## src/design/bhpd_pkg.sv

```systemverilog
// ----------------------------------------------------------------------------
// BMP deframer package
// Shared types and constants for the BMP header and pixel deframer.
// ----------------------------------------------------------------------------
package bhpd_pkg;

   localparam int ITEM_QUEUE_DEPTH = 2;
   localparam int RSP_QUEUE_DEPTH  = 4;

   localparam logic [7:0] SIG_B = 8'h42;
   localparam logic [7:0] SIG_M = 8'h4D;

   localparam int FILE_HDR_LEN  = 14;
   localparam int INFO_HDR_LEN  = 40;
   localparam int PALETTE_START = 32;
   localparam int DEPTH_24      = 24;
   localparam int DEPTH_32      = 32;

   typedef enum logic [2:0] {
      PH_IDLE,
      PH_FILEHDR,
      PH_INFO,
      PH_SKIP,
      PH_PIXELS
   } phase_type;

   typedef enum logic [1:0] {
      OP_BYTE,
      OP_START,
      OP_END
   } item_op_type;

   typedef enum logic [1:0] {
      KIND_PIXEL    = 2'd0,
      KIND_HEADER   = 2'd1,
      KIND_COMPLETE = 2'd2,
      KIND_ERROR    = 2'd3
   } kind_type;

   typedef enum logic [2:0] {
      ERR_NONE      = 3'd0,
      ERR_SIGNATURE = 3'd1,
      ERR_OFFSET    = 3'd2,
      ERR_SIZE      = 3'd3,
      ERR_PLANES    = 3'd4,
      ERR_DEPTH     = 3'd5,
      ERR_PALETTE   = 3'd6,
      ERR_TRUNCATED = 3'd7
   } err_type;

   typedef struct packed {
      item_op_type op;
      logic [7:0]  data;
   } item_type;

   typedef struct packed {
      kind_type    kind;
      logic [11:0] column;
      logic [11:0] row;
      logic [31:0] color;
      logic [12:0] width;
      logic [12:0] height;
      logic [2:0]  bpp;
      err_type     err;
      logic        last;
   } result_type;

endpackage

```

## src/design/bhpd_front.sv

```systemverilog
// ----------------------------------------------------------------------------
// BMP deframer front end
// Accepts input items, classifies them and holds them in a short queue.
// ----------------------------------------------------------------------------
module bhpd_front (
   input  logic                clock,
   input  logic                reset,
   input  logic                req_valid,
   output logic                req_stall,
   input  logic [7:0]          req_data_byte,
   input  logic                req_start_of_file,
   input  logic                req_end_of_file,
   output logic                item_valid,
   output bhpd_pkg::item_type  item,
   input  logic                item_take
);

   localparam int Depth = bhpd_pkg::ITEM_QUEUE_DEPTH;
   localparam int PtrW  = (Depth > 1) ? $clog2(Depth) : 1;
   localparam int CntW  = $clog2(Depth + 1);

   bhpd_pkg::item_type slot_ff [Depth];
   bhpd_pkg::item_type item_class;
   logic [PtrW-1:0]    wr_ff, wr_in, rd_ff, rd_in;
   logic [CntW-1:0]    count_ff, count_in;
   logic               push;

   assign req_stall  = (count_ff == CntW'(Depth));
   assign push       = req_valid & ~req_stall;
   assign item_valid = (count_ff != '0);
   assign item       = slot_ff[rd_ff];

   // An end of stream outranks a start of file on the same item.
   always_comb begin
      item_class.data = req_data_byte;
      priority if (req_end_of_file) begin
         item_class.op = bhpd_pkg::OP_END;
      end else if (req_start_of_file) begin
         item_class.op = bhpd_pkg::OP_START;
      end else begin
         item_class.op = bhpd_pkg::OP_BYTE;
      end
   end

   always_comb begin
      wr_in    = push ? PtrW'((wr_ff + PtrW'(1)) % Depth) : wr_ff;
      rd_in    = item_take ? PtrW'((rd_ff + PtrW'(1)) % Depth) : rd_ff;
      count_in = count_ff + CntW'(push) - CntW'(item_take);
   end

   always_ff @(posedge clock) begin
      if (reset) begin
         wr_ff    <= '0;
         rd_ff    <= '0;
         count_ff <= '0;
      end else begin
         wr_ff    <= wr_in;
         rd_ff    <= rd_in;
         count_ff <= count_in;
      end
   end

   always_ff @(posedge clock) begin
      if (push) begin
         slot_ff[wr_ff] <= item_class;
      end
   end

endmodule

```

## src/design/bhpd_parse.sv

```systemverilog
// ----------------------------------------------------------------------------
// BMP deframer parser
// Walks and validates headers, assembles pixels; one item a cycle if out_room.
// ----------------------------------------------------------------------------
module bhpd_parse #(
   parameter int MAX_WIDTH  = 4096,
   parameter int MAX_HEIGHT = 4096
) (
   input  logic                 clock,
   input  logic                 reset,
   input  logic                 item_valid,
   input  bhpd_pkg::item_type   item,
   output logic                 item_take,
   input  logic                 out_room,
   output logic [1:0]           res_we,
   output bhpd_pkg::result_type res [2]
);

   localparam int ColW = ($clog2(MAX_WIDTH + 1) > 12) ? $clog2(MAX_WIDTH + 1) : 12;
   localparam int RowW = ($clog2(MAX_HEIGHT + 1) > 12) ? $clog2(MAX_HEIGHT + 1) : 12;

   bhpd_pkg::phase_type phase_ff, phase_in, eff_phase;
   logic [31:0]         pos_ff, pos_in, eff_pos, pos_inc;
   logic                sig_ff, sig_in, eff_sig;
   logic                pal_ff, pal_in, eff_pal;
   logic [31:0]         offset_ff, offset_in;
   logic [31:0]         info_ff, info_in;
   logic [31:0]         width_ff, width_in;
   logic [31:0]         height_ff, height_in;
   logic [15:0]         planes_ff, planes_in;
   logic [15:0]         depth_ff, depth_in;
   logic [ColW-1:0]     col_ff, col_in, col_next;
   logic [RowW-1:0]     row_ff, row_in, row_next;
   logic [1:0]          bip_ff, bip_in;
   logic [31:0]         color_ff, color_in, color_new;
   logic [1:0]          pad_ff, pad_in, row_pad;
   logic                is32, pixel_done, do_validate, do_end_row;
   logic [7:0]          data;
   bhpd_pkg::err_type   base_err, val_err;

   function automatic logic [31:0] put_byte(input logic [31:0] word,
                                            input logic [1:0] lane,
                                            input logic [7:0] b);
      logic [31:0] r;
      r = word;
      r[lane*8 +: 8] = b;
      return r;
   endfunction

   function automatic bhpd_pkg::result_type blank_result(input bhpd_pkg::kind_type k);
      bhpd_pkg::result_type r;
      r      = '0;
      r.kind = k;
      r.err  = bhpd_pkg::ERR_NONE;
      return r;
   endfunction

   assign item_take = item_valid & out_room;
   assign data      = item.data;
   assign eff_phase = (item.op == bhpd_pkg::OP_START) ? bhpd_pkg::PH_FILEHDR : phase_ff;
   assign eff_pos   = (item.op == bhpd_pkg::OP_START) ? '0 : pos_ff;
   assign eff_sig   = (item.op == bhpd_pkg::OP_START) ? 1'b0 : sig_ff;
   assign eff_pal   = (item.op == bhpd_pkg::OP_START) ? 1'b0 : pal_ff;
   assign pos_inc   = eff_pos + 32'd1;

   assign is32       = (depth_ff == 16'(bhpd_pkg::DEPTH_32));
   assign row_pad    = is32 ? 2'd0 : width_ff[1:0];
   assign color_new  = put_byte(color_ff, bip_ff, data);
   assign pixel_done = (bip_ff == (is32 ? 2'd3 : 2'd2));
   assign col_next   = col_ff + ColW'(1);
   assign row_next   = row_ff + RowW'(1);

   always_comb begin
      priority if (sig_ff) begin
         base_err = bhpd_pkg::ERR_SIGNATURE;
      end else if ({1'b0, offset_ff} != 33'(bhpd_pkg::FILE_HDR_LEN) + {1'b0, info_ff}) begin
         base_err = bhpd_pkg::ERR_OFFSET;
      end else if (width_ff == '0 || width_ff > 32'(MAX_WIDTH) ||
                   height_ff == '0 || height_ff > 32'(MAX_HEIGHT)) begin
         base_err = bhpd_pkg::ERR_SIZE;
      end else if (planes_ff != 16'd1) begin
         base_err = bhpd_pkg::ERR_PLANES;
      end else if (depth_ff != 16'(bhpd_pkg::DEPTH_24) &&
                   depth_ff != 16'(bhpd_pkg::DEPTH_32)) begin
         base_err = bhpd_pkg::ERR_DEPTH;
      end else begin
         base_err = bhpd_pkg::ERR_NONE;
      end
   end

   always_comb begin
      phase_in    = phase_ff;
      pos_in      = pos_ff;
      sig_in      = sig_ff;
      pal_in      = pal_ff;
      offset_in   = offset_ff;
      info_in     = info_ff;
      width_in    = width_ff;
      height_in   = height_ff;
      planes_in   = planes_ff;
      depth_in    = depth_ff;
      col_in      = col_ff;
      row_in      = row_ff;
      bip_in      = bip_ff;
      color_in    = color_ff;
      pad_in      = pad_ff;
      do_validate = 1'b0;
      do_end_row  = 1'b0;
      val_err     = bhpd_pkg::ERR_NONE;
      res_we      = 2'b00;
      res[0]      = blank_result(bhpd_pkg::KIND_PIXEL);
      res[1]      = blank_result(bhpd_pkg::KIND_PIXEL);

      if (item_take) begin
         unique case (item.op)
            bhpd_pkg::OP_END: begin
               if (phase_ff != bhpd_pkg::PH_IDLE) begin
                  phase_in   = bhpd_pkg::PH_IDLE;
                  res_we     = 2'b01;
                  res[0]     = blank_result(bhpd_pkg::KIND_ERROR);
                  res[0].err = bhpd_pkg::ERR_TRUNCATED;
               end
            end
            bhpd_pkg::OP_START, bhpd_pkg::OP_BYTE: begin
               phase_in = eff_phase;
               sig_in   = eff_sig;
               pal_in   = eff_pal;
               unique case (eff_phase)
                  bhpd_pkg::PH_FILEHDR: begin
                     if ((eff_pos == 32'd0 && data != bhpd_pkg::SIG_B) ||
                         (eff_pos == 32'd1 && data != bhpd_pkg::SIG_M)) begin
                        sig_in = 1'b1;
                     end
                     if (eff_pos >= 32'd10 && eff_pos <= 32'd13) begin
                        offset_in = put_byte(offset_ff, 2'(eff_pos[1:0] - 2'd2), data);
                     end
                     pos_in = pos_inc;
                     if (pos_inc >= 32'(bhpd_pkg::FILE_HDR_LEN)) begin
                        pos_in   = '0;
                        phase_in = bhpd_pkg::PH_INFO;
                     end
                  end
                  bhpd_pkg::PH_INFO: begin
                     priority if (eff_pos <= 32'd3) begin
                        info_in = put_byte(info_ff, eff_pos[1:0], data);
                     end else if (eff_pos <= 32'd7) begin
                        width_in = put_byte(width_ff, eff_pos[1:0], data);
                     end else if (eff_pos <= 32'd11) begin
                        height_in = put_byte(height_ff, eff_pos[1:0], data);
                     end else if (eff_pos <= 32'd13) begin
                        if (eff_pos[0]) begin
                           planes_in[15:8] = data;
                        end else begin
                           planes_in[7:0] = data;
                        end
                     end else if (eff_pos <= 32'd15) begin
                        if (eff_pos[0]) begin
                           depth_in[15:8] = data;
                        end else begin
                           depth_in[7:0] = data;
                        end
                     end else if (eff_pos >= 32'(bhpd_pkg::PALETTE_START) &&
                                  data != 8'd0) begin
                        pal_in = 1'b1;
                     end else begin
                        pal_in = eff_pal;
                     end
                     pos_in = pos_inc;
                     if (pos_inc >= 32'(bhpd_pkg::INFO_HDR_LEN)) begin
                        if (info_ff > 32'(bhpd_pkg::INFO_HDR_LEN)) begin
                           phase_in = bhpd_pkg::PH_SKIP;
                        end else begin
                           do_validate = 1'b1;
                        end
                     end
                  end
                  bhpd_pkg::PH_SKIP: begin
                     pos_in = pos_inc;
                     if (pos_inc >= info_ff) begin
                        do_validate = 1'b1;
                     end
                  end
                  bhpd_pkg::PH_PIXELS: begin
                     if (pad_ff != 2'd0) begin
                        pad_in = pad_ff - 2'd1;
                        if (pad_ff == 2'd1) begin
                           do_end_row = 1'b1;
                        end
                     end else if (pixel_done) begin
                        res_we        = 2'b01;
                        res[0]        = blank_result(bhpd_pkg::KIND_PIXEL);
                        res[0].column = col_ff[11:0];
                        res[0].row    = row_ff[11:0];
                        res[0].color  = color_new;
                        color_in      = '0;
                        bip_in        = 2'd0;
                        col_in        = col_next;
                        if (col_next >= width_ff[ColW-1:0]) begin
                           if (row_pad != 2'd0) begin
                              pad_in = row_pad;
                           end else begin
                              do_end_row = 1'b1;
                           end
                        end
                     end else begin
                        color_in = color_new;
                        bip_in   = bip_ff + 2'd1;
                     end
                  end
                  default: begin
                  end
               endcase
            end
            default: begin
            end
         endcase

         if (do_validate) begin
            val_err = (base_err != bhpd_pkg::ERR_NONE) ? base_err :
                      (pal_in ? bhpd_pkg::ERR_PALETTE : bhpd_pkg::ERR_NONE);
            res_we = 2'b01;
            if (val_err != bhpd_pkg::ERR_NONE) begin
               phase_in   = bhpd_pkg::PH_IDLE;
               res[0]     = blank_result(bhpd_pkg::KIND_ERROR);
               res[0].err = val_err;
            end else begin
               phase_in      = bhpd_pkg::PH_PIXELS;
               col_in        = '0;
               row_in        = '0;
               bip_in        = 2'd0;
               color_in      = '0;
               pad_in        = 2'd0;
               res[0]        = blank_result(bhpd_pkg::KIND_HEADER);
               res[0].width  = width_ff[12:0];
               res[0].height = height_ff[12:0];
               res[0].bpp    = is32 ? 3'd4 : 3'd3;
            end
         end

         if (do_end_row) begin
            col_in = '0;
            row_in = row_next;
            if (row_next >= height_ff[RowW-1:0]) begin
               phase_in = bhpd_pkg::PH_IDLE;
               if (res_we[0]) begin
                  res_we = 2'b11;
                  res[1] = blank_result(bhpd_pkg::KIND_COMPLETE);
               end else begin
                  res_we = 2'b01;
                  res[0] = blank_result(bhpd_pkg::KIND_COMPLETE);
               end
            end
         end

         if (res_we[1]) begin
            res[1].last = 1'b1;
         end else begin
            res[0].last = 1'b1;
         end
      end
   end

   always_ff @(posedge clock) begin
      if (reset) begin
         phase_ff <= bhpd_pkg::PH_IDLE;
         pos_ff   <= '0;
         sig_ff   <= 1'b0;
         pal_ff   <= 1'b0;
      end else begin
         phase_ff <= phase_in;
         pos_ff   <= pos_in;
         sig_ff   <= sig_in;
         pal_ff   <= pal_in;
      end
   end

   always_ff @(posedge clock) begin
      offset_ff <= offset_in;
      info_ff   <= info_in;
      width_ff  <= width_in;
      height_ff <= height_in;
      planes_ff <= planes_in;
      depth_ff  <= depth_in;
      col_ff    <= col_in;
      row_ff    <= row_in;
      bip_ff    <= bip_in;
      color_ff  <= color_in;
      pad_ff    <= pad_in;
   end

endmodule

```

## src/design/bhpd_rsp_queue.sv

```systemverilog
// ----------------------------------------------------------------------------
// BMP deframer result queue
// Takes up to two parser results a cycle; gives one a cycle unless stalled.
// ----------------------------------------------------------------------------
module bhpd_rsp_queue (
   input  logic                 clock,
   input  logic                 reset,
   input  logic [1:0]           res_we,
   input  bhpd_pkg::result_type res [2],
   output logic                 out_room,
   output logic                 rsp_valid,
   output bhpd_pkg::result_type rsp,
   input  logic                 rsp_stall
);

   localparam int Depth = bhpd_pkg::RSP_QUEUE_DEPTH;
   localparam int PtrW  = $clog2(Depth);
   localparam int CntW  = $clog2(Depth + 1);

   bhpd_pkg::result_type slot_ff [Depth];
   logic [PtrW-1:0]      wr_ff, wr_in, wr_second, rd_ff, rd_in;
   logic [CntW-1:0]      count_ff, count_in;
   logic                 pop;

   assign rsp_valid = (count_ff != '0);
   assign rsp       = slot_ff[rd_ff];
   assign pop       = rsp_valid & ~rsp_stall;
   assign out_room  = (count_ff <= CntW'(Depth - 2));
   assign wr_second = PtrW'((wr_ff + PtrW'(1)) % Depth);

   always_comb begin
      wr_in    = PtrW'((wr_ff + PtrW'(res_we[0]) + PtrW'(res_we[1])) % Depth);
      rd_in    = pop ? PtrW'((rd_ff + PtrW'(1)) % Depth) : rd_ff;
      count_in = count_ff + CntW'(res_we[0]) + CntW'(res_we[1]) - CntW'(pop);
   end

   always_ff @(posedge clock) begin
      if (reset) begin
         wr_ff    <= '0;
         rd_ff    <= '0;
         count_ff <= '0;
      end else begin
         wr_ff    <= wr_in;
         rd_ff    <= rd_in;
         count_ff <= count_in;
      end
   end

   always_ff @(posedge clock) begin
      if (res_we[0]) begin
         slot_ff[wr_ff] <= res[0];
      end
      if (res_we[1]) begin
         slot_ff[wr_second] <= res[1];
      end
   end

endmodule

```

## src/design/bmp_header_and_pixel_deframer.sv

```systemverilog
// ----------------------------------------------------------------------------
// BMP header and pixel deframer
// Parses a 24 or 32 bit BMP byte stream into header, pixel and status items.
// ----------------------------------------------------------------------------
// The req channel carries one file byte per item, with start_of_file marking
// the first byte of a file and end_of_file marking the end of the stream (no
// byte). The rsp channel carries pixel items with their row and column, a
// header-accepted item with width, height and bytes per pixel, an
// image-complete item, or an error item with its code. The last flag marks
// the final rsp item caused by one req item; one req item causes at most two.
// Throughput is one req item per cycle while rsp is not stalled. An accepted
// req item passes through the two-entry input queue and then the four-entry
// result queue before it shows up on rsp. The parser takes an item only while
// the result queue has room for two results; a row end that yields both a
// pixel and image-complete puts two items into the result queue at once.
// When rsp is stalled the result queue fills, then the parser holds, then
// req_stall rises once the input queue is full. Reset empties both queues and
// puts the parser idle; bytes are ignored until a start of file arrives.
// ----------------------------------------------------------------------------
module bmp_header_and_pixel_deframer #(
   parameter int MAX_WIDTH  = 4096,
   parameter int MAX_HEIGHT = 4096
) (
   input  logic        clock,
   input  logic        reset,
   input  logic        req_valid,
   output logic        req_stall,
   input  logic [7:0]  req_data_byte,
   input  logic        req_start_of_file,
   input  logic        req_end_of_file,
   output logic        rsp_valid,
   input  logic        rsp_stall,
   output logic [1:0]  rsp_kind,
   output logic [11:0] rsp_pixel_column,
   output logic [11:0] rsp_pixel_row,
   output logic [31:0] rsp_pixel_color,
   output logic [12:0] rsp_image_width,
   output logic [12:0] rsp_image_height,
   output logic [2:0]  rsp_bytes_per_pixel,
   output logic [2:0]  rsp_error_code,
   output logic        rsp_last
);

   bhpd_pkg::item_type   item;
   bhpd_pkg::result_type res [2];
   bhpd_pkg::result_type rsp;
   logic                 item_valid, item_take, out_room;
   logic [1:0]           res_we;

   bhpd_front u_front (
      .clock             (clock),
      .reset             (reset),
      .req_valid         (req_valid),
      .req_stall         (req_stall),
      .req_data_byte     (req_data_byte),
      .req_start_of_file (req_start_of_file),
      .req_end_of_file   (req_end_of_file),
      .item_valid        (item_valid),
      .item              (item),
      .item_take         (item_take)
   );

   bhpd_parse #(
      .MAX_WIDTH  (MAX_WIDTH),
      .MAX_HEIGHT (MAX_HEIGHT)
   ) u_parse (
      .clock      (clock),
      .reset      (reset),
      .item_valid (item_valid),
      .item       (item),
      .item_take  (item_take),
      .out_room   (out_room),
      .res_we     (res_we),
      .res        (res)
   );

   bhpd_rsp_queue u_rsp_queue (
      .clock     (clock),
      .reset     (reset),
      .res_we    (res_we),
      .res       (res),
      .out_room  (out_room),
      .rsp_valid (rsp_valid),
      .rsp       (rsp),
      .rsp_stall (rsp_stall)
   );

   assign rsp_kind            = rsp.kind;
   assign rsp_pixel_column    = rsp.column;
   assign rsp_pixel_row       = rsp.row;
   assign rsp_pixel_color     = rsp.color;
   assign rsp_image_width     = rsp.width;
   assign rsp_image_height    = rsp.height;
   assign rsp_bytes_per_pixel = rsp.bpp;
   assign rsp_error_code      = rsp.err;
   assign rsp_last            = rsp.last;

   a_res_needs_item: assert property (@(posedge clock) disable iff (reset)
      (res_we != 2'b00) |-> item_take)
      else $error("Result written without an item taken.");

   a_pair_is_pixel_then_done: assert property (@(posedge clock) disable iff (reset)
      res_we[1] |-> (res_we[0] && res[0].kind == bhpd_pkg::KIND_PIXEL &&
                     res[1].kind == bhpd_pkg::KIND_COMPLETE && res[1].last &&
                     !res[0].last))
      else $error("Two results in one cycle are not a pixel then image complete.");

   a_single_is_last: assert property (@(posedge clock) disable iff (reset)
      (res_we == 2'b01) |-> res[0].last)
      else $error("Single result for an item lacks the last flag.");

   a_idle_after_reset: assert property (@(posedge clock)
      (!reset && $past(reset)) |-> (!rsp_valid && !req_stall))
      else $error("Queues not empty after reset.");

endmodule

```

## config.mk

```make
export PLATFORM = sky130hd
export DESIGN_NAME = bmp_header_and_pixel_deframer
export DESIGN_NICKNAME = d
export VERILOG_FILES = /design/src/design/bhpd_pkg.sv /design/src/design/bhpd_front.sv /design/src/design/bhpd_parse.sv /design/src/design/bhpd_rsp_queue.sv /design/src/design/bmp_header_and_pixel_deframer.sv
export SDC_FILE = /design/constraint.sdc
export NUM_CORES = 1
export LEC_CHECK = 0
export BUFFER_PORTS_ARGS = -buffer_cell sky130_fd_sc_hd__buf_2
export CORE_MARGIN = 2
export CORE_UTILIZATION = 55
export CTS_BUF_LIST = sky130_fd_sc_hd__clkbuf_8
export DETAILED_ROUTE_END_ITERATION = 16
export PLACE_DENSITY = 0.83
export SYNTH_ARGS = -nofsm -noshare
export SYNTH_HDL_FRONTEND = slang
export SYNTH_SLANG_ARGS = --single-unit
```

## constraint.sdc

```tcl
create_clock -name clock -period 10.8 [get_ports clock]
set_input_delay 1.08 -clock clock [delete_from_list [all_inputs] [get_ports clock]]
set_output_delay 1.08 -clock clock [all_outputs]
set_load 0.01 [all_outputs]
```

==> summary.txt, run 1 <==
Worst path cell trace -> nor3b_1 -> nor2_1 -> buf_4 -> nand2_1 -> inv_1 -> ha_1 -> nand4_1 -> nor2_1 -> nand4_1 -> mux2i_1 -> ha_1 -> nand4_1 -> o21ai_0 -> a31oi_1 -> o21ai_0 -> a31o_2 -> nand3_1 -> a21oi_1 -> o2bb2ai_4 -> buf_4 -> inv_1
Synth async-reset ratio -> 0
Placed insts -> 3451
Seq/Total Area, Yosys -> 0.524
Area after DPL -> 30700 um2
DRT iter0 DRCs -> 2676
Layout cells sized above 1 -> 0.145
Clock Path Buffers -> 3
Post-Syn Area -> 29700 um2
Total Routed Length -> 82700 um
Number of enable-type register cells in the synthesized netlist -> 250
Ys Warns -> 0
Top_reg_cell synth -> dfxtp_1
RePlAce Congestion -> 0.929
Antenna violations before repair -> 1
Vias -> 23607
Final period util -> 0.667
Post-cts sizing count -> 0
Crit-path leading delay family -> simple AND/OR/NAND/NOR gates
Grt ovf -> 0
CTS Sinks -> 653
H-tree depth -> 3
CTS root buf -> clkbuf_8
TritonCTS Buffers -> 103
Max-Cap Viols -> 0
CORE AREA -> 53600 um2
Worst-path fanout max -> 58
Tot Pwr -> 6.29 mW
Nets -> 2954
FMAX -> 0.139 GHz
Yosys cell types -> 83
Crit path arrival time -> 7640 ps
Clk_lat worst skew -> 730 ps
Worst path max stage delay -> 810 ps
Status -> completed
Detail Route Antenna Nets -> 0
Max Slew Vio Count -> 0
WHS Path Cells -> 2
WHS Endpoint -> u_rsp_queue.slot_ff[1][24]
Tot GR Track Use -> 0.292
Worst setup EP type -> register
Drt first pass iters -> 6
Leak -> 12.4 nW
Hold buffers post-CTS -> 0
Vias in the first global route -> 23561
Design area -> 32900 um2
Final setup violation count -> 0
Footprint of the multi-input gates -> 13000 um2
Tightest Hold Check Type -> register to register
Hold slack -> 449 ps
DRC viols -> 0
Die ar. -> 55900 um2
R2r endpoint -> u_rsp_queue.slot_ff[3][0]
Clock-pin slew on the worst setup and hold paths -> 60 ps
Flop and latch count out of synthesis -> 653
Worst slew margin -> 0.183
Area delta synth->final -> 10.9%
IO buf count -> 106
Worst slew pin tran -> 1230 ps
CTS tree -> built
DR vias/cell -> 6.47
Synthesized net count -> 2886
Std-Cell Rows -> 85
Worst slack, placed -> 3800 ps
Fin crit period -> 7200 ps
Post CTS Setup Buffer Count -> 0
Initial Util -> 0.554
Worst Reg2Reg Path Length in Cells -> 21
Syn avg cell area -> 10.6 um2
Chip Width -> 236 um
First-pass GRT wire length -> 129000 um
Synth Instances -> 2792
Skew final -> 49.5 ps
RSZ-0062 raised after global routing -> no
Final TNS setup -> 0 ps
Fin util -> 0.614
Final worst slack -> 3600 ps
Largest net degree at the start of global routing -> 70
R2r setup slk -> 3600 ps
Min-delay src -> u_rsp_queue.slot_ff[1][24]
Final Hold Fails -> 0
Fill count -> 4119
CP Class -> register to register
Crit-path slowest cell -> o2bb2ai_4
Most used cell, CP -> nand4_1
PD cells -> 191 nW/um2
Sequential cell area -> 15600 um2
Required time of the worst setup path -> 11240 ps
Startpoint types -> register
DR WL/cell -> 22.7 um
Maximum vdd drop -> 134 uV
Post-Layout Cell Count -> 3648
Die Span Y -> 236 um
Crit path buffers/inverters -> 4
Hpwl dp -> 54200 um
I/O pin count -> 107
==> layout by cell type, fill, tap and decap left out, types with 13 or more instances in the layout <==
| master | synthesis | final |
|---|---|---|
| nor2b_1 | 53 | 53 |
| o21ai_0 | 189 | 189 |
| a21oi_1 | 111 | 110 |
| buf_4 | 10 | 40 |
| a22o_1 | 117 | 117 |
| o2bb2ai_1 | 62 | 61 |
| nor3_1 | 129 | 129 |
| dfxtp_1 | 403 | 401 |
| nor2_1 | 199 | 199 |
| clkbuf_8 | 0 | 125 |
| xnor2_1 | 57 | 57 |
| xor2_1 | 53 | 53 |
| mux2i_1 | 18 | 18 |
| inv_1 | 109 | 135 |
| a22oi_1 | 27 | 27 |
| edfxtp_1 | 250 | 250 |
| buf_2 | 27 | 106 |
| mux4_2 | 90 | 90 |
| nand3_1 | 53 | 53 |
| and3_1 | 24 | 24 |
| a21o_1 | 17 | 17 |
| nor4_1 | 54 | 54 |
| a31oi_1 | 13 | 13 |
| nand4_1 | 41 | 41 |
| ha_1 | 77 | 77 |
| or4_1 | 14 | 14 |
| clkinv_2 | 0 | 20 |
| nand2_1 | 280 | 280 |
==> state kept, by name, indices dropped and copies added (netlist names), 3 cells and up, named ones only <==
register	count
u_front.slot_ff	20
u_parse.col_ff	13
u_parse.color_ff	32
u_parse.depth_ff	16
u_parse.height_ff	32
u_parse.info_ff	32
u_parse.offset_ff	32
u_parse.phase_ff	3
u_parse.planes_ff	16
u_parse.pos_ff	32
u_parse.row_ff	13
u_parse.width_ff	32
u_rsp_queue.count_ff	3
u_rsp_queue.slot_ff	360
==> cell type report <==
class | instances | share of cell area
clock inverter | 71 | 0.0158
clock buffer | 125 | 0.0522
multi-input combinational | 1846 | 0.394
tap | 696 | 0.0264
timing repair buffer | 146 | 0.0252
inverter | 110 | 0.0126
sequential | 653 | 0.473
antenna | 1 | 0.0000760
==> how the worst max path moves through the flow <==
stage / from / end / slack, ps / cells past startpoint
after floorplan: register / u_rsp_queue.count_ff[2] / 4820 / 28
after global placement: register / u_rsp_queue.slot_ff[3][0] / 4060 / 21
after detailed placement: register / u_rsp_queue.slot_ff[3][90] / 3800 / 21
after CTS: register / u_rsp_queue.slot_ff[3][0] / 3700 / 21
after global routing: register / u_rsp_queue.slot_ff[3][0] / 3120 / 21
final: register / u_rsp_queue.slot_ff[3][0] / 3600 / 21
==> where the power goes <==
group | internal (mW) | switching, mW | total [mW]
Combinational | 0.355 | 0.743 | 1.10
Clock | 1.22 | 1.02 | 2.24
Sequential | 2.76 | 0.192 | 2.95
==> layer usage <==
| metal | global-route usage | wire (um) | part of all wire | vias to the layer above |
|---|---|---|---|---|
| met5 | 0 | 0 | 0 | - |
| met4 | 0.154 | 3900 | 0.047 | 0 |
| met3 | 0.0497 | 7350 | 0.089 | 303 |
| met2 | 0.476 | 39000 | 0.47 | 1363 |
| met1 | 0.375 | 32500 | 0.39 | 11485 |
| li1 | - | - | - | 10456 |
==> synth_stat cells, types with 8 or more instances <==
library cell	count	area, um2
inv_1	109	409
a22oi_1	27	203
mux4_2	90	2030
nor2b_1	53	332
o21ai_0	189	946
buf_4	10	75.1
nor2_1	199	747
a21oi_1	111	556
nor4_1	54	338
ha_1	77	963
o31ai_1	12	90.1
nand2_1	280	1050
xnor2_1	57	499
xor2_1	53	464
a31oi_1	13	81.3
a22o_1	117	1020
and3_1	24	150
or3_1	12	75.1
or2_2	8	50.1
o2bb2ai_1	62	543
buf_2	27	135
or4_1	14	105
a32o_1	12	120
a211oi_1	8	60.1
clkbuf_1	125	469
mux2i_1	18	180
buf_1	18	67.6
nand3_1	53	265
nand4_1	41	257
a21o_1	17	128
edfxtp_1	250	7510
dfxtp_1	403	8070
nor3_1	129	646
==> worst register-to-register path, delay by kind of cell, from the launching register on <==
family | cells | cell delay [ps]
buf+inv | 4 | 1540
mux | 1 | 520
fa+ha+maj | 2 | 660
compound gates | 6 | 1690
flops | 1 | 760
simple gates | 8 | 1760
==> logic make-up (layout without fill, tap and decap cells) <==
| family | count (synthesis) | in the layout | share of synthesized area |
|---|---|---|---|
| other | 0 | 1 | 0 |
| AO/OA/AOI/OAI | 627 | 627 | 0.142 |
| buffers and inverters | 293 | 452 | 0.0400 |
| adder cells (fa/ha/maj) | 80 | 80 | 0.0345 |
| AND/OR/NAND/NOR | 920 | 920 | 0.152 |
| flip-flops | 653 | 653 | 0.524 |
| XOR/XNOR | 110 | 110 | 0.0324 |
| multiplexers | 109 | 109 | 0.0747 |
No activity file was read; power rests on OpenSTA's default activity.
==> inputs of run 2 (changes only) <==
clock period = 6.66 ns   (was 10.8 ns; I/O delays follow)
==> summary.txt, run 2 (synthesis gave the netlist of run 1 again) <==
Clock Path Buffers -> 3 (unchanged)
Worst setup EP type -> register
Vias in the first global route -> 23444 (-0.50%)
Most flop-heavy register -> u_rsp_queue.slot_ff
Worst slew margin -> 0.142 (-0.0409)
Leak -> 12.4 nW (+0.55%)
Worst-path fanout max -> 8 (-86%)
Skew final -> 50.4 ps (+0.942 ps)
Detail Route Antenna Nets -> 0 (unchanged)
RePlAce Congestion -> 0.939 (+1.0%)
Initial Util -> 0.554 (unchanged)
Post-cts sizing count -> 0 (unchanged)
H-tree depth -> 3 (unchanged)
Chip Width -> 236 um (unchanged)
Area delta synth->final -> 10.9% (about the same)
Final worst slack -> 624 ps (-2970 ps)
CTS root buf -> clkbuf_8
Post CTS Setup Buffer Count -> 0 (unchanged)
Final Hold Fails -> 0 (unchanged)
Worst path cell trace -> and3b_1 -> nor2_1 -> nand2_1 -> inv_1 -> ha_1 -> and4_1 -> nand4_1 -> or4_1 -> a21oi_1 -> ha_1 -> nand4_1 -> nor4_1 -> a31o_2 -> nand3_1 -> nand2_1 -> o21bai_1 -> or2_2 -> ha_1 -> inv_1 -> fa_1 -> fa_1 -> nor2b_1
Max FFs per register -> 360 (unchanged)
Die Span Y -> 236 um (unchanged)
Crit path arrival time -> 6650 ps (-990 ps)
Crit-path leading delay family -> simple AND/OR/NAND/NOR gates
Crit path buffers/inverters -> 2 (-2)
Clock-pin slew on the worst setup and hold paths -> 60 ps (about the same)
Footprint of the multi-input gates -> 13000 um2 (about the same)
Post-Layout Cell Count -> 3666 (+0.49%)
CTS Sinks -> 653 (unchanged)
DRT iter0 DRCs -> 2525 (-5.6%)
Most used cell, CP -> ha_1
Antenna violations before repair -> 1 (unchanged)
RSZ-0062 raised after global routing -> no
CP Class -> register to register
Tightest Hold Check Type -> input port to register
Layout cells sized above 1 -> 0.145 (-0.000496)
CORE AREA -> 53600 um2 (unchanged)
Largest net degree at the start of global routing -> 70 (unchanged)
DR vias/cell -> 6.48 (+0.15%)
Startpoint types -> register
Worst slack, placed -> 696 ps (-3100 ps)
Commonest non-fill, non-tap cell in the layout -> dfxtp_1
Drt first pass iters -> 6 (unchanged)
Area after DPL -> 30800 um2 (+0.43%)
DR WL/cell -> 22.7 um (+0.10%)
Std-Cell Rows -> 85 (unchanged)
Maximum vdd drop -> 191 uV (+43%)
Placed insts -> 3468 (+0.49%)
TritonCTS Buffers -> 104 (+0.97%)
Vias -> 23759 (+0.64%)
Final TNS setup -> 0 ps (unchanged)
Grt ovf -> 0 (unchanged)
IO buf count -> 106 (unchanged)
Tot Pwr -> 10.0 mW (+60%)
I/O pin count -> 107 (unchanged)
Final setup violation count -> 0 (unchanged)
Fin crit period -> 6040 ps (-1170 ps)
Max-Cap Viols -> 0 (unchanged)
First-pass GRT wire length -> 131000 um (+1.3%)
Fill count -> 4123 (+0.097%)
Sequential cell area -> 15600 um2 (unchanged)
Commonest non-fill, non-tap cells in the layout -> dfxtp_1 (401), nand2_1 (280), edfxtp_1 (250), nor2_1 (199), o21ai_0 (189)
Crit-path slowest cell -> or4_1
Hold buffers post-CTS -> 0 (unchanged)
Nets -> 2972 (+0.61%)
FMAX -> 0.166 GHz (+19%)
Final period util -> 0.906 (+0.239)
Die ar. -> 55900 um2 (unchanged)
Status -> completed
Tot GR Track Use -> 0.296 (+0.00389)
Design area -> 32900 um2 (about the same)
Hpwl dp -> 55200 um (+1.8%)
Required time of the worst setup path -> 7270 ps (-3970 ps)
CTS tree -> built
PD cells -> 305 nW/um2 (+60%)
Clk_lat worst skew -> 750 ps (+20 ps)
Worst slew pin tran -> 1290 ps (+61.4 ps)
Max Slew Vio Count -> 0 (unchanged)
Total Routed Length -> 83200 um (+0.60%)
DRC viols -> 0 (unchanged)
Worst path max stage delay -> 470 ps (-340 ps)
## run 2: worst paths after layout
| kind | cells past startpoint | end | slack, ps | from |
|---|---|---|---|---|
| setup reg to reg | 22 | u_rsp_queue.count_ff[1] | 620 | u_front.slot_ff[1][8] |
| hold / removal | 1 | u_front.slot_ff[1][4] | 140 | req_data_byte[4] |
| setup / recovery | 22 | u_rsp_queue.count_ff[1] | 620 | u_front.slot_ff[1][8] |
| hold reg to reg | 2 | u_rsp_queue.slot_ff[1][56] | 450 | u_rsp_queue.slot_ff[1][56] |
## run 2: per-stage QoR
| stage | utilization | hold slack [ps] |
|---|---|---|
| after floorplan | - | 420 |
| final | 0.615 | 137 |
| after CTS | 0.614 | 95.4 |
| after detailed placement | 0.575 | 436 |
| after global routing | 0.615 | 106 |
| after global placement | 0.575 | 428 |
## run 2: final cells by class
class | instances | area share
flip-flops and latches | 653 | 0.473
multi-input cells | 1846 | 0.394
inverters | 110 | 0.0126
clock inverters | 80 | 0.0158
well taps | 696 | 0.0264
repair buffers | 163 | 0.0295
clock buffers | 116 | 0.0485
diodes | 2 | 0.000152
## run 2: report_power, final
part	switching [mW]	internal [mW]	total, mW	leakage [nW]
sequential	0.226	4.47	4.70	5.39
clock	1.66	1.81	3.47	1.23
combinational	1.30	0.582	1.88	5.81
total	3.18	6.87	10.0	12.4
## run 2: routing by layer
layer  wire length [um]  global-route usage
met1              33000               0.384
met2              39400               0.479
met3               7300              0.0600
met4               3510               0.137
met5                  0                   0
